`src/sv/text_console_writer_core_assert.svh`:
```
// Assertion macros of the text console writer RTL.
// Depends on nothing; the including module supplies clk and arst_n.
`ifndef TEXT_CONSOLE_WRITER_CORE_ASSERT_SVH
`define TEXT_CONSOLE_WRITER_CORE_ASSERT_SVH
`ifndef NO_ASSERTIONS
`define TCW_ASSERT_AT(label, clock, reset_n, prop) \
	label: assert property (@(posedge clock) disable iff (!reset_n) prop) \
		else $error("%m: check failed");
`define TCW_ASSERT(label, prop) `TCW_ASSERT_AT(label, clk, arst_n, prop)
`else
`define TCW_ASSERT_AT(label, clock, reset_n, prop)
`define TCW_ASSERT(label, prop)
`endif
`endif

```
`src/sv/tcw_pkg.sv`:
```
// Types and constants of the text console writer.
// Used by tcw_screen_mem, tcw_seq and text_console_writer_core.
`default_nettype none

package tcw_pkg;

	localparam logic [1:0] CMD_PUT   = 2'd0;
	localparam logic [1:0] CMD_CLEAR = 2'd1;
	localparam logic [1:0] CMD_READ  = 2'd2;

	localparam logic [7:0] NEWLINE_CHAR = 8'h0A;
	localparam logic [7:0] BLANK_CHAR   = 8'h20;
	localparam logic [7:0] RESET_ATTR   = 8'h0F;

	localparam logic [3:0] FG_RESET = 4'hF;
	localparam logic [3:0] BG_RESET = 4'h0;

	localparam int IN_WIDTH  = 24;
	localparam int OUT_WIDTH = 32;
	localparam int APB_AW    = 3;

	localparam logic REG_FG = 1'b0;
	localparam logic REG_BG = 1'b1;

	typedef enum logic [2:0] {
		ST_INIT,
		ST_IDLE,
		ST_DECODE,
		ST_SCR_RD,
		ST_SCR_WR,
		ST_FILL,
		ST_PUT,
		ST_RESP
	} state_t;

	typedef struct packed {
		logic we;
		logic re;
	} mem_ctl_t;

endpackage

`default_nettype wire

```
`src/sv/tcw_seq.sv`:
```
// Sequencer, cursor and address unit of the text console writer, with the result register.
// Depends on tcw_pkg and text_console_writer_core_assert.svh; drives tcw_screen_mem.
`default_nettype none
`include "text_console_writer_core_assert.svh"

module tcw_seq #(
	parameter int COLS = 80,
	parameter int ROWS = 25,
	parameter int AW   = 11
) (
	input  wire logic                        clk,
	input  wire logic                        arst_n,
	input  wire logic [3:0]                  fg,
	input  wire logic [3:0]                  bg,
	input  wire logic                        s_tvalid,
	output logic                             s_tready,
	input  wire logic [tcw_pkg::IN_WIDTH-1:0] s_tdata,
	output logic                             m_tvalid,
	input  wire logic                        m_tready,
	output logic [tcw_pkg::OUT_WIDTH-1:0]    m_tdata,
	output tcw_pkg::mem_ctl_t                mem_ctl,
	output logic [AW-1:0]                    waddr,
	output logic [15:0]                      wdata,
	output logic [AW-1:0]                    raddr,
	input  wire logic [15:0]                 rdata
);

	localparam int CELLS       = ROWS * COLS;
	localparam int CW          = $clog2(COLS + 1);
	localparam int RW          = $clog2(ROWS);
	localparam int SCROLL_LAST = (ROWS - 1) * COLS - 1;
	localparam int LAST_BASE   = (ROWS - 1) * COLS;

	tcw_pkg::state_t state_q, state_d;

	logic [1:0]    cmd_q;
	logic [7:0]    char_q;
	logic [10:0]   idx_q;
	logic [RW-1:0] row_q;
	logic [CW-1:0] col_q;
	logic [AW-1:0] base_q;
	logic [AW-1:0] ptr_q;
	logic          put_pend_q;
	logic          rd_hit_q;
	logic          m_valid_q;
	logic [7:0]    out_char_q;
	logic [7:0]    out_attr_q;
	logic [4:0]    out_row_q;
	logic [6:0]    out_col_q;

	logic        out_free;
	logic        out_load;
	logic        accept;
	logic        is_nl;
	logic        nl_needed;
	logic        last_row;
	logic        in_range;
	logic [15:0] blank_cell;
	logic [15:0] char_cell;

	assign out_free   = !m_valid_q || m_tready;
	assign accept     = s_tvalid && s_tready;
	assign is_nl      = (char_q == tcw_pkg::NEWLINE_CHAR);
	assign nl_needed  = is_nl || (col_q >= CW'(COLS));
	assign last_row   = (row_q == RW'(ROWS - 1));
	assign in_range   = (32'(idx_q) < 32'(CELLS));
	assign blank_cell = {bg, fg, tcw_pkg::BLANK_CHAR};
	assign char_cell  = {bg, fg, char_q};

	always_ff @(posedge clk or negedge arst_n) begin
		if (!arst_n) begin
			state_q <= tcw_pkg::ST_INIT;
		end else begin
			state_q <= state_d;
		end
	end

	always_comb begin
		state_d  = state_q;
		mem_ctl  = '0;
		waddr    = ptr_q;
		wdata    = blank_cell;
		raddr    = ptr_q + AW'(COLS);
		s_tready = 1'b0;
		out_load = 1'b0;
		case (state_q)
			tcw_pkg::ST_INIT: begin
				mem_ctl.we = 1'b1;
				wdata      = {tcw_pkg::RESET_ATTR, tcw_pkg::BLANK_CHAR};
				if (ptr_q == AW'(CELLS - 1)) begin
					state_d = tcw_pkg::ST_IDLE;
				end
			end
			tcw_pkg::ST_IDLE: begin
				s_tready = 1'b1;
				if (s_tvalid) begin
					state_d = tcw_pkg::ST_DECODE;
				end
			end
			tcw_pkg::ST_DECODE: begin
				case (cmd_q)
					tcw_pkg::CMD_PUT: begin
						if (nl_needed) begin
							if (last_row) begin
								state_d = tcw_pkg::ST_SCR_RD;
							end else if (is_nl) begin
								state_d = tcw_pkg::ST_RESP;
							end else begin
								state_d = tcw_pkg::ST_PUT;
							end
						end else begin
							mem_ctl.we = 1'b1;
							waddr      = base_q + AW'(col_q);
							wdata      = char_cell;
							state_d    = tcw_pkg::ST_RESP;
						end
					end
					tcw_pkg::CMD_CLEAR: begin
						state_d = tcw_pkg::ST_FILL;
					end
					tcw_pkg::CMD_READ: begin
						mem_ctl.re = in_range;
						raddr      = AW'(idx_q);
						state_d    = tcw_pkg::ST_RESP;
					end
					default: begin
						state_d = tcw_pkg::ST_RESP;
					end
				endcase
			end
			tcw_pkg::ST_SCR_RD: begin
				mem_ctl.re = 1'b1;
				state_d    = tcw_pkg::ST_SCR_WR;
			end
			tcw_pkg::ST_SCR_WR: begin
				mem_ctl.we = 1'b1;
				wdata      = rdata;
				if (ptr_q == AW'(SCROLL_LAST)) begin
					state_d = tcw_pkg::ST_FILL;
				end else begin
					state_d = tcw_pkg::ST_SCR_RD;
				end
			end
			tcw_pkg::ST_FILL: begin
				mem_ctl.we = 1'b1;
				if (ptr_q == AW'(CELLS - 1)) begin
					state_d = put_pend_q ? tcw_pkg::ST_PUT : tcw_pkg::ST_RESP;
				end
			end
			tcw_pkg::ST_PUT: begin
				mem_ctl.we = 1'b1;
				waddr      = base_q + AW'(col_q);
				wdata      = char_cell;
				state_d    = tcw_pkg::ST_RESP;
			end
			tcw_pkg::ST_RESP: begin
				if (out_free) begin
					out_load = 1'b1;
					s_tready = 1'b1;
					state_d  = s_tvalid ? tcw_pkg::ST_DECODE : tcw_pkg::ST_IDLE;
				end
			end
			default: begin
				state_d = tcw_pkg::ST_IDLE;
			end
		endcase
	end

	always_ff @(posedge clk or negedge arst_n) begin
		if (!arst_n) begin
			row_q      <= '0;
			col_q      <= '0;
			base_q     <= '0;
			ptr_q      <= '0;
			put_pend_q <= 1'b0;
		end else begin
			case (state_q)
				tcw_pkg::ST_INIT, tcw_pkg::ST_FILL: begin
					ptr_q <= ptr_q + AW'(1);
				end
				tcw_pkg::ST_DECODE: begin
					if (cmd_q == tcw_pkg::CMD_PUT) begin
						if (nl_needed) begin
							col_q      <= '0;
							put_pend_q <= !is_nl;
							ptr_q      <= '0;
							if (!last_row) begin
								row_q  <= row_q + RW'(1);
								base_q <= base_q + AW'(COLS);
							end
						end else begin
							col_q <= col_q + CW'(1);
						end
					end else if (cmd_q == tcw_pkg::CMD_CLEAR) begin
						ptr_q      <= '0;
						put_pend_q <= 1'b0;
					end
				end
				tcw_pkg::ST_SCR_WR: begin
					if (ptr_q == AW'(SCROLL_LAST)) begin
						ptr_q <= AW'(LAST_BASE);
					end else begin
						ptr_q <= ptr_q + AW'(1);
					end
				end
				tcw_pkg::ST_PUT: begin
					col_q <= col_q + CW'(1);
				end
				default: begin
				end
			endcase
		end
	end

	always_ff @(posedge clk) begin
		if (accept) begin
			cmd_q  <= s_tdata[1:0];
			char_q <= s_tdata[9:2];
			idx_q  <= s_tdata[20:10];
		end
		if (state_q == tcw_pkg::ST_DECODE) begin
			rd_hit_q <= in_range;
		end
		if (out_load) begin
			if (cmd_q == tcw_pkg::CMD_READ && rd_hit_q) begin
				out_char_q <= rdata[7:0];
				out_attr_q <= rdata[15:8];
			end else begin
				out_char_q <= '0;
				out_attr_q <= '0;
			end
			out_row_q <= 5'(row_q);
			out_col_q <= 7'(col_q);
		end
	end

	always_ff @(posedge clk or negedge arst_n) begin
		if (!arst_n) begin
			m_valid_q <= 1'b0;
		end else if (out_load) begin
			m_valid_q <= 1'b1;
		end else if (m_tready) begin
			m_valid_q <= 1'b0;
		end
	end

	assign m_tvalid = m_valid_q;
	assign m_tdata  = {4'b0, out_col_q, out_row_q, out_attr_q, out_char_q};

	`TCW_ASSERT(a_col_bound, (32'(col_q) <= COLS))
	`TCW_ASSERT(a_base_tracks_row, (32'(base_q) == 32'(row_q) * COLS))
	`TCW_ASSERT(a_accept_decodes, (accept |=> (state_q == tcw_pkg::ST_DECODE)))

endmodule

`default_nettype wire

```
`config.mk`:
```
export PLATFORM = sky130hd
export DESIGN_NAME = tcw_seq
export DESIGN_NICKNAME = d
export VERILOG_FILES = /design/src/sv/tcw_pkg.sv /design/src/sv/tcw_seq.sv
export VERILOG_INCLUDE_DIRS = /design/src /design/src/sv
export SDC_FILE = /design/constraint.sdc
export NUM_CORES = 1
export LEC_CHECK = 0
export BUFFER_PORTS_ARGS = -buffer_cell sky130_fd_sc_hd__clkbuf_2
export CAP_MARGIN = 20
export CORE_ASPECT_RATIO = 0.7
export CORE_MARGIN = 1
export CORE_UTILIZATION = 45
export CTS_CLUSTER_DIAMETER = 60
export DETAILED_ROUTE_END_ITERATION = 10
export HOLD_SLACK_MARGIN = 0.12
export PLACE_DENSITY = 0.7
export SLEW_MARGIN = 20
export SYNTH_ARGS = -nofsm -noshare
export SYNTH_HDL_FRONTEND = slang
export SYNTH_SLANG_ARGS = --single-unit
```
`constraint.sdc`:
```
create_clock -name clk -period 3.8 [get_ports clk]
set_input_delay 0.57 -clock clk [delete_from_list [all_inputs] [get_ports clk]]
set_output_delay 0.57 -clock clk [all_outputs]
set_load 0.02 [all_outputs]
```
=== Word-level counts from Yosys, hierarchy flattened ===
Index checks and enable logic that the tools add are counted.

* Register bits after elaboration: 89
* Logic and storage cells: 105
* Output and inout bits: 74

* Mux-type cells: 41
* Reductions and logical operators: 19
* Magnitude comparators: 2
* Equal/unequal tests: 21
* Add/subtract/negate cells: 6
* Bitwise operators: 1

{| class="wikitable"
|+ Operator list
! cell !! count
|-
| 11-bit two-way mux || 8
|-
| 16-bit case mux with 4 select lines || 1
|-
| 11-bit case mux with 3 select lines || 1
|-
| 3-bit case mux with 8 select lines || 1
|-
| 11-bit by 7-bit adder with 11-bit output (second input constant) || 2
|-
| 11-bit equality test (second input constant) || 2
|-
| 11-bit case mux with 2 select lines || 1
|-
| 3-bit two-way mux || 7
|-
| 8-bit two-way mux || 2
|-
| 7-bit two-way mux || 2
|-
| 7-bit case mux with 2 select lines || 1
|-
| 3-bit equality test (second input constant) || 4
|-
| 1-bit two-way mux || 12
|-
| 2-bit != test (second input constant) || 6
|-
| 11-bit by 1-bit adder with 11-bit output (second input constant) || 1
|-
| 11-bit by 7-bit adder with 11-bit output || 1
|-
| 11-bit less-than comparator (second input constant) || 1
|-
| 8-bit by 4-bit equality test with 1-bit output (second input constant) || 1
|-
| 4-bit AND reduction || 2
|-
| 7-bit by 1-bit adder with 7-bit output (second input constant) || 1
|-
| 7-bit greater-or-equal comparator (second input constant) || 1
|-
| 3-bit by 2-bit equality test with 1-bit output (second input constant) || 2
|-
| 3-bit != test (second input constant) || 2
|-
| 1-bit case mux with 2 select lines || 3
|-
| other kinds (19) || 25
|}

=== Logic depth before layout (Yosys ltp) ===
Gate-level depths: netlist (run 1).

* Word-level depth: 6
* Gate-level depth with buffers: 7
* Mapped depth without buffers: 6

=== Worst setup path before layout (run 1) ===
Ideal clock, no wire load.

* Path kind: register -> register
* From: reg state_q[1]
* To: reg out_attr_q[0] (enable)
* Cell stages (with the launch flop): 5
* Required time: 3.384 ns
* Setup slack: 0.995 ns
* Arrival: 2.389 ns
* Setup time: 0.416 ns
* Period minus slack after synthesis: 2.805 ns
* Cells stage by stage: dfrtp_1 -> clkbuf_1 -> clkbuf_1 -> nand3_1 -> nor2b_1

* Cells in the longest elaborated chain, start to end: 2

{| class="wikitable"
|+ Ends and longest elaborated chain
! item !! line !! source
|-
| start, declared || tcw_seq.sv:34 || <nowiki>tcw_pkg::state_t state_q, state_d;</nowiki>
|-
| start signal, assigned || tcw_seq.sv:72 || <nowiki>state_q <= tcw_pkg::ST_INIT;</nowiki>
|-
| start signal, assigned || tcw_seq.sv:74 || <nowiki>state_q <= state_d;</nowiki>
|-
| 3-bit equality test || tcw_seq.sv:86 || <nowiki>case (state_q)</nowiki>
|-
| 1-bit two-way mux || tcw_seq.sv:86 ||
|-
| named net out_load || tcw_seq.sv:52 || <nowiki>logic out_load;</nowiki>
|-
| end signal, assigned || tcw_seq.sv:227 || <nowiki>out_attr_q <= rdata[15:8];</nowiki>
|-
| end, declared || tcw_seq.sv:47 || <nowiki>logic [7:0] out_attr_q;</nowiki>
|}

The timed path passes the listed nets, and every way through them passes these cells.
A chain may end at the register's enable or synchronous reset.

=== Final worst setup path (run 1) ===
* From: reg cmd_q[1]
* To: out waddr[8]

* Cells in the longest elaborated chain, start to end: 3

{| class="wikitable"
|+ Ends and longest elaborated chain
! item !! line !! source
|-
| start, declared || tcw_seq.sv:36 || <nowiki>logic [1:0] cmd_q;</nowiki>
|-
| start signal, assigned || tcw_seq.sv:217 || <nowiki>cmd_q <= s_tdata[1:0];</nowiki>
|-
| 2-bit logical NOT || tcw_seq.sv:101 || <nowiki>case (cmd_q)</nowiki>
|-
| 11-bit two-way mux || tcw_seq.sv:101 ||
|-
| 11-bit case mux with 2 select lines || tcw_seq.sv:86 ||
|-
| end, declared || tcw_seq.sv:22 || <nowiki>output logic [AW-1:0] waddr,</nowiki>
|}

Every way passes these cells.

==> metrics.txt, run 1 <==
worst setup skew after layout 0.00682 ns; count of final setup violators 0; status complete, no violations; xor and xnor fraction of the mapped netlist area 0.0450; total number of vias 3685; worst path bufs/invs 2; yosys synthesis warning count 0; proportion of synthesized area in mux cells 0.0453; antenna violation net count after detailed routing 0; number of maximum-capacitance violations 0; Setup crit start kind flop; Final Max Tran Viols 0; Min-Delay Path Class input pin to asynchronous set/reset pin; port buffer count 118; worst rel slew slack 0.380; level count of the clock H-tree 3; count of hold buffers inserted by post-cts repair 0; TritonCTS clock tree built; series of cell instances along the critical path buf_4 -> or2_0 -> a211oi_2 -> o21a_1 -> mux2_2 -> clkbuf_2; fraction of registers with async set/reset 0.412; relative area change from synthesis to final layout 21.3%; Worst setup EP type primary output; required arrival time at the worst endpoint 3.23 ns; routed length per placed instance 16.5 µm; Final Util 0.574; post-layout instance area 5660 µm²; dpl cell area 5350 µm²; buffer count from post-CTS setup fixing 0; maximum vdd drop 0.000234 V; sequential cell area fraction in the yosys report 0.509; number of antenna repair diodes 0; routability cong. 0.870; maximum count of clock buffers along a single path 2; fraction of the mapped netlist area in simple logic gates 0.190; Highest Clock Rate 316 MHz; fraction of layout cells with a size suffix above 1 0.323; clock network latency to the later pin of the worst-skew pair 0.34 ns; family with the most delay on the worst path compound AO/OA/AOI/OAI gates; antenna violations before repair 0; horizontal die dimension 124 µm; # nets final 598; post-detailed-route via-to-cell ratio 5.52; fraction of the cycle the final worst path needs 0.832; Synth Flop Type edfxtp_1; worst path arrival time 2.59 ns; initial detailed-routing violation count 290; DP Wirelength 8120 µm; largest net degree at the start of global routing 36; placement row count 30; dominant combinational cell family by area after synthesis simple AND/OR/NAND/NOR gates; most frequent cells in the layout clkbuf_2, edfxtp_1, dfrtp_1; vertical die dimension 87.2 µm; netlist area before placement 4670 µm²; maximum fanout count along the critical path 11; starting density of the core 0.473; I/O pin total 126; minimum clock period 3.16 ns; final hold vios 0; total core area 9870 µm²; GRT Util Overall 0.221; most frequent standard cell in the layout excluding fill and tap cells clkbuf_2; wire length of the first global-routing pass 18000 µm; Worst path slowest cell o21a_1; Netlist cell types 74; setup repair after global routing missed its margin no; critical setup path kind flop to primary output; floorplan die area 10800 µm²; post-synthesis sequential element count 85; vias in the first global route 3467; power density over the cells 343 nW/µm²; worst hold margin 0.360 ns; number of buffers inserted during clock tree synthesis 9; Root Buffer clkbuf_16; CTS-repair resized insts 0; detailed-route wire length 11000 µm; Post-Route Setup TNS 0 ns; synthesized instance count 421; first-pass iteration count of the detailed router 5; slew at the pin closest to its max-slew limit 0.930 ns; number of design rule violations left after detail routing 0; Compound-Gate Fraction of Synth Area 0.135; synthesized-area fraction occupied by adder cells 0.0338; EDFF count, synth 50; static leakage 2.52 nW; Clock Sinks 85; Reg clk slew, reported paths 0.06 ns; Post-Synthesis Mean Instance Area 11.1 µm²; crit-path max cell delay 0.48 ns; total congestion overflow 0; Power Total 1.94 mW
sequential cells by signal, summed over array words and instances (netlist names):
name,flops
m_tvalid,1
row_q,5
idx_q,11
cmd_q,2
char_q,8
out_row_q,5
put_pend_q,1
rd_hit_q,1
state_q,3
base_q,7
out_attr_q,8
ptr_q,11
out_char_q,8
out_col_q,7
col_q,7
synthesized netlist by cell type, drive strengths merged (10+ instances only):
library cell  count  area (µm²)
ha               11         138
nand4            10        62.6
clkbuf           16        60.1
o21ai            24         120
buf              11        81.3
and2             19         119
nor3             12        71.3
dfrtp            35         876
nand2            34         135
xnor2            12         105
a21oi            16        83.8
nand3            18        90.1
xor2             12         105
edfxtp           50        1500
inv              12        45.0
mux2             17         191
nor2             19        71.3
cell families (layout without fill, tap and decap cells):
group	after synthesis	in the layout
adders and majority gates	12	12
DFF	85	85
muxes	19	19
and+or+nand+nor	151	151
xor gates and xnor gates	24	24
buffers and inverters	40	155
other	1	4
AOI/OAI and AO/OA	89	89
metal layers:
| metal | share of wire | vias up | track usage |
|---|---|---|---|
| met1 | 0.48 | 1769 | 0.309 |
| met3 | 0.064 | 8 | 0.0654 |
| met4 | 0.0069 | 0 | 0.0405 |
| li1 | - | 1782 | - |
| met5 | 0 | - | 0 |
| met2 | 0.45 | 126 | 0.342 |
power by group:
group / internal, mW / switching [mW] / total (mW)
Clock: 0.564 / 0.351 / 0.915
Combinational: 0.0223 / 0.0291 / 0.0514
Sequential: 0.974 / 0.0000000000000000413 / 0.974
worst paths after layout:
check / slack [ns] / cells past startpoint / startpoint / to
worst min register to register: 0.51 / 1 / put_pend_q / put_pend_q
worst max register to register: 1.55 / 4 / state_q[0] / ptr_q[4]
max in group asynchronous: 2.85 / 1 / arst_n / state_q[2]
worst min-delay path: 0.36 / 1 / arst_n / row_q[3]
min in group clk: 0.40 / 1 / s_tdata[0] / cmd_q[0]
worst max-delay path: 0.64 / 6 / cmd_q[1] / waddr[8]
stage by stage:
step	worst slack, ns	instances
after floorplan	0.995	424
after global placement	1.07	651
after detailed placement	1.01	651
after CTS	0.632	667
after global routing	0.533	667
final	0.637	667
final cells by class:
cell class | count | area, µm²
Clock buffer | 12 | 268
Inverter | 13 | 50.0
Clock inverter | 4 | 45.0
Sequential cell | 85 | 2380
Timing Repair Buffer | 126 | 651
Multi-Input combinational cell | 299 | 2110
Fill cell | 869 | 4210
Tap cell | 128 | 160
Note: power is estimated with default switching activity, not from simulation.
==> run 2, diff against run 1 <==
- PLACE_DENSITY: 0.7 -> 0.73
- clock period: 3.8 -> 2.7 ns (I/O delays scaled with it)
==> run 2 against run 1 <==
Net effect:
- first-iteration DRC count is 3.1% lower
- sequential share of layout area shrank 0.35 points
- combinational power increased by 42%
- critical path depth grew 1
- critical path type unchanged
- final cell count increased by 1.2%
==> metrics.txt, run 2 (synthesis results as in run 1) <==
slew at the pin closest to its max-slew limit 0.959 ns; vias in the first global route 3490; number of antenna repair diodes 0; GRT Util Overall 0.224; Min-Delay Path Class input pin to asynchronous set/reset pin; total number of vias 3773; RR Endpoint char_q[3]; total core area 9870 µm²; port buffer count 118; registers with the most flip-flops idx_q: 11 flops, ptr_q: 11 flops; antenna violations before repair 0; internal cell power 2.14 mW; minimum clock period 2.64 ns; switching share of power 0.202; vertical die dimension 87.2 µm; status complete, no violations; static leakage 2.54 nW; total congestion overflow 0; maximum fanout count along the critical path 6; Setup crit start kind flop; Reg clk slew, reported paths 0.06 ns; most frequent standard cell in the layout excluding fill and tap cells clkbuf_2; horizontal die dimension 124 µm; clock network power share 0.460; floorplan die area 10800 µm²; most frequent cells in the layout clkbuf_2, edfxtp_1, nand2_1, dfrtp_1, o21ai_0; starting density of the core 0.473; largest net degree at the start of global routing 36; Root Buffer clkbuf_16; fraction of the cycle the final worst path needs 0.978; worst setup skew after layout 0.00519 ns; detailed-route wire length 11200 µm; final hold vios 0; first-pass iteration count of the detailed router 5; number of inserted filler cells in the final layout 835; clock network latency to the later pin of the worst-skew pair 0.34 ns; power density over the cells 468 nW/µm²; number of buffers inserted during clock tree synthesis 9; relative area change from synthesis to final layout 22.5%; Post-Route Setup TNS 0 ns; Reg2Reg Launch Point state_q[2]; maximum count of clock buffers along a single path 2; fraction of layout cells with a size suffix above 1 0.336; level count of the clock H-tree 3; count of hold buffers inserted by post-cts repair 0; total net switching power 0.539 mW; Highest Clock Rate 379 MHz; number of maximum-capacitance violations 0; routability cong. 0.896; I/O pin total 126; antenna violation net count after detailed routing 0; maximum vdd drop 0.000397 V; number of design rule violations left after detail routing 0; Worst setup EP type primary output; post-detailed-route via-to-cell ratio 5.59; logic gate share of total power 0.027; # nets final 606; wire length of the first global-routing pass 18000 µm; placement row count 30; Clock Sinks 85; final setup slack of the worst path 0.0587 ns; required arrival time at the worst endpoint 2.30 ns; flop2flop setup slack 0.59 ns; Final Max Tran Viols 0; logic depth of the worst register-to-register path 4; Final Util 0.579; initial detailed-routing violation count 281; setup repair after global routing missed its margin no; TritonCTS clock tree built; worst rel slew slack 0.360; routed length per placed instance 16.6 µm; DP Wirelength 8250 µm; worst path arrival time 2.24 ns; worst slack at placement 0.240 ns; Sequential Power Share 0.512; critical setup path kind flop to primary output; count of final setup violators 0
[run 2: worst max-delay path by stage]
stage / from / to / depth (start not counted) / slack, ns
floorplan: cmd_q[0] / waddr[7] / 7 / 0.37
global placement: col_q[4] / waddr[8] / 5 / 0.29
detailed placement: col_q[4] / waddr[8] / 5 / 0.24
CTS: col_q[4] / waddr[10] / 7 / 0.02
global route: col_q[4] / waddr[10] / 7 / 0.001
finish: col_q[4] / waddr[10] / 7 / 0.06
[run 2: stage by stage]
step	instances	hold WS (ns)	area (µm²)	power, mW
2_1_floorplan	424	0.109	4680	1.42
3_3_place_gp	657	0.485	5400	1.47
3_5_place_dp	657	0.490	5400	1.47
4_1_cts	673	0.217	5690	2.70
5_1_grt	675	0.219	5720	2.76
6_report	675	0.204	5720	2.68
[run 2: worst max-delay path: stages (launching register included)]
cell      delay [ns]
dfrtp_2         0.44
ha_1            0.24
fa_1            0.40
a21o_1          0.21
nand4_1         0.11
xnor2_1         0.08
mux2_2          0.26
clkbuf_2        0.15
[run 2: timing repair]
item                                    4_1_cts  5_1_grt
resized for setup                             3        3
setup buffers                                 0        2
pin swaps                                     0        1
endpoints found under the setup margin       18       21
[run 2: power groups by stage]
stage / clock (mW) / sequential (mW) / combinational [mW]
after floorplan: 0 / 1.40 / 0.0239
after global placement: 0 / 1.40 / 0.0717
after detailed placement: 0 / 1.40 / 0.0738
after CTS: 1.26 / 1.37 / 0.0739
after global routing: 1.31 / 1.37 / 0.0815
final: 1.23 / 1.37 / 0.0732
[run 2: layer usage]
metal / GRT usage / up-vias / routed length (µm)
met1: 0.312 / 1836 / 5330
met2: 0.339 / 131 / 5050
met4: 0.0515 / 0 / 103
met3: 0.0720 / 10 / 737
met5: 0 / - / 0
li1: - / 1796 / -
[run 2: cell type report]
cell class,instances,area (µm²),share of cell area
Clock buffer,11,243,0.0425
Clock inverter,5,50.0,0.00875
Inverter,13,50.0,0.00875
Multi-Input combinational cell,299,2120,0.371
Sequential cell,85,2380,0.416
Tap cell,128,160,0.0280
Timing Repair Buffer,134,711,0.124
==> run 3, diff against run 2 <==
--- a/config.mk
+++ b/config.mk
@@ -17,3 +17,2 @@
 export PLACE_DENSITY = 0.73
-export SLEW_MARGIN = 20
 export SYNTH_ARGS = -nofsm -noshare
==> constraint.sdc (replaced) <==
create_clock -name clk -period 2.7 [get_ports clk]
set_input_delay 0.27 -clock clk [delete_from_list [all_inputs] [get_ports clk]]
set_output_delay 0.27 -clock clk [all_outputs]
set_load 0.02 [all_outputs]
==> run 3 against run 2 <==
Net effect:
- maximum frequency is 1.5% higher
- largest cell class unchanged
- sequential share of layout area is 1.4 points lower
- sequential power hardly changed
- register-to-register slack worse by 0.05 ns
- die area stayed put
- critical path type unchanged
==> metrics.txt, run 3 (synthesis results as in run 1) <==
status complete, no violations; total number of vias 3837; Reg clk slew, reported paths 0.06 ns; metal1 wirelength 5190 µm; number of inserted filler cells in the final layout 840; family with the most delay on the worst path simple AND/OR/NAND/NOR gates; slew at the pin closest to its max-slew limit 0.907 ns; worst rel slew slack 0.395; final hold vios 0; # nets final 627; crit-path max cell delay 0.54 ns; port buffer count 118; number of design rule violations left after detail routing 0; Root Buffer clkbuf_16; fraction of the cycle the final worst path needs 0.964; most frequent standard cell in the layout excluding fill and tap cells clkbuf_2; level count of the clock H-tree 3; total congestion overflow 0; vertical die dimension 87.2 µm; DP Wirelength 8340 µm; routed length per placed instance 16.7 µm; I/O pin total 126; total core area 9870 µm²; largest net degree at the start of global routing 36; relative area change from synthesis to final layout 26.6%; Min-Delay Path Class input pin to flop; fraction of layout cells with a size suffix above 1 0.322; most frequent cells in the layout clkbuf_2, edfxtp_1, dfrtp_1; starting density of the core 0.473; TritonCTS clock tree built; Clock Sinks 85; Worst setup EP type primary output; worst setup skew after layout 0.0109 ns; floorplan die area 10800 µm²; first-pass iteration count of the detailed router 5; worst path bufs/invs 1; Final Max Tran Viols 0; vias in the first global route 3690; maximum fanout count along the critical path 12; antenna violation net count after detailed routing 0; GRT Util Overall 0.234; final standard cell count with taps included and fillers excluded 696; Power Total 2.64 mW; series of cell instances along the critical path or3b_4 -> nor3b_4 -> mux2_2 -> clkbuf_2; total met3 wirelength after detailed routing 824 µm; Detail Route met2 WL 5550 µm; count of final setup violators 0; critical setup path kind flop to primary output; power density over the cells 446 nW/µm²; clock network latency to the later pin of the worst-skew pair 0.35 ns; antenna violations before repair 0; maximum count of clock buffers along a single path 2; initial detailed-routing violation count 394; routability cong. 0.898; required arrival time at the worst endpoint 2.43 ns; number of instances in the placed design 657; static leakage 2.63 nW; setup repair after global routing missed its margin no; maximum vdd drop 0.000331 V; wire length of the first global-routing pass 18700 µm; number of buffers inserted during clock tree synthesis 9; DR top layer met4; registers with the most flip-flops idx_q: 11 flops, ptr_q: 11 flops; worst path arrival time 2.33 ns; minimum clock period 2.60 ns; detailed-route wire length 11700 µm; number of maximum-capacitance violations 0; Post-Route Setup TNS 0 ns; Highest Clock Rate 384 MHz; Setup crit start kind flop; placement row count 30; number of antenna repair diodes 0; post-detailed-route via-to-cell ratio 5.51; horizontal die dimension 124 µm; Worst path slowest cell or3b_4
run 3: cell count changes in the layout (fill, tap and decap cells not counted), sizes merged:
cell,change
dlygate4sd3,+22
clkbuf,-2
inv,+3
buf,-1
bufinv,-1
run 3: final cells by class:
type	count	area [µm²]	share of cell area
multi-input cells	299	2110	0.358
clock inverters	7	57.6	0.00974
clock buffers	9	225	0.0381
well taps	128	160	0.0271
flip-flops and latches	85	2380	0.403
inverters	13	50.0	0.00847
repair buffers	155	923	0.156
run 3: routing by layer:
| layer | track usage | up-vias |
|---|---|---|
| li1 | - | 1838 |
| met1 | 0.315 | 1858 |
| met2 | 0.373 | 135 |
| met3 | 0.0668 | 6 |
| met4 | 0.0602 | 0 |
| met5 | 0 | - |
run 3: repair_timing:
item                                    in CTS  in global routing
gates resized for setup                      0                  2
endpoints found under the setup margin       0                 15
hold buffers                                22                  0
setup buffers                                0                  1
hold endpoints to repair                    56                  0
run 3: final timing paths:
| kind | from | to | slack (ns) | cells past startpoint |
|---|---|---|---|---|
| min in group asynchronous | arst_n | row_q[4] | 0.59 | 2 |
| setup / recovery | state_q[1] | raddr[5] | 0.1 | 4 |
| max in group asynchronous | arst_n | col_q[4] | 1.49 | 2 |
| hold reg to reg | base_q[10] | base_q[10] | 0.50 | 1 |
| setup reg to reg | state_q[2] | ptr_q[2] | 0.54 | 5 |
| hold / removal | rdata[15] | out_attr_q[7] | 0.22 | 2 |
run 3: through the flow:
| step | setup slack (ns) | hold slack (ns) | area [µm²] | utilization |
|---|---|---|---|---|
| final | 0.0965 | 0.218 | 5910 | 0.598 |
| after floorplan | 0.408 | -0.0256 | 4680 | - |
| after global routing | 0.00930 | 0.216 | 5910 | 0.598 |
| after global placement | 0.474 | 0.438 | 5400 | 0.547 |
| after CTS | 0.0431 | 0.210 | 5900 | 0.597 |
| after detailed placement | 0.416 | 0.445 | 5400 | 0.547 |
run 3: power breakdown:
part / total, mW / internal, mW / switching, mW
combinational: 0.0986 / 0.0521 / 0.0464
clock: 1.17 / 0.634 / 0.533
sequential: 1.37 / 1.37 / 0.0000000000000000653
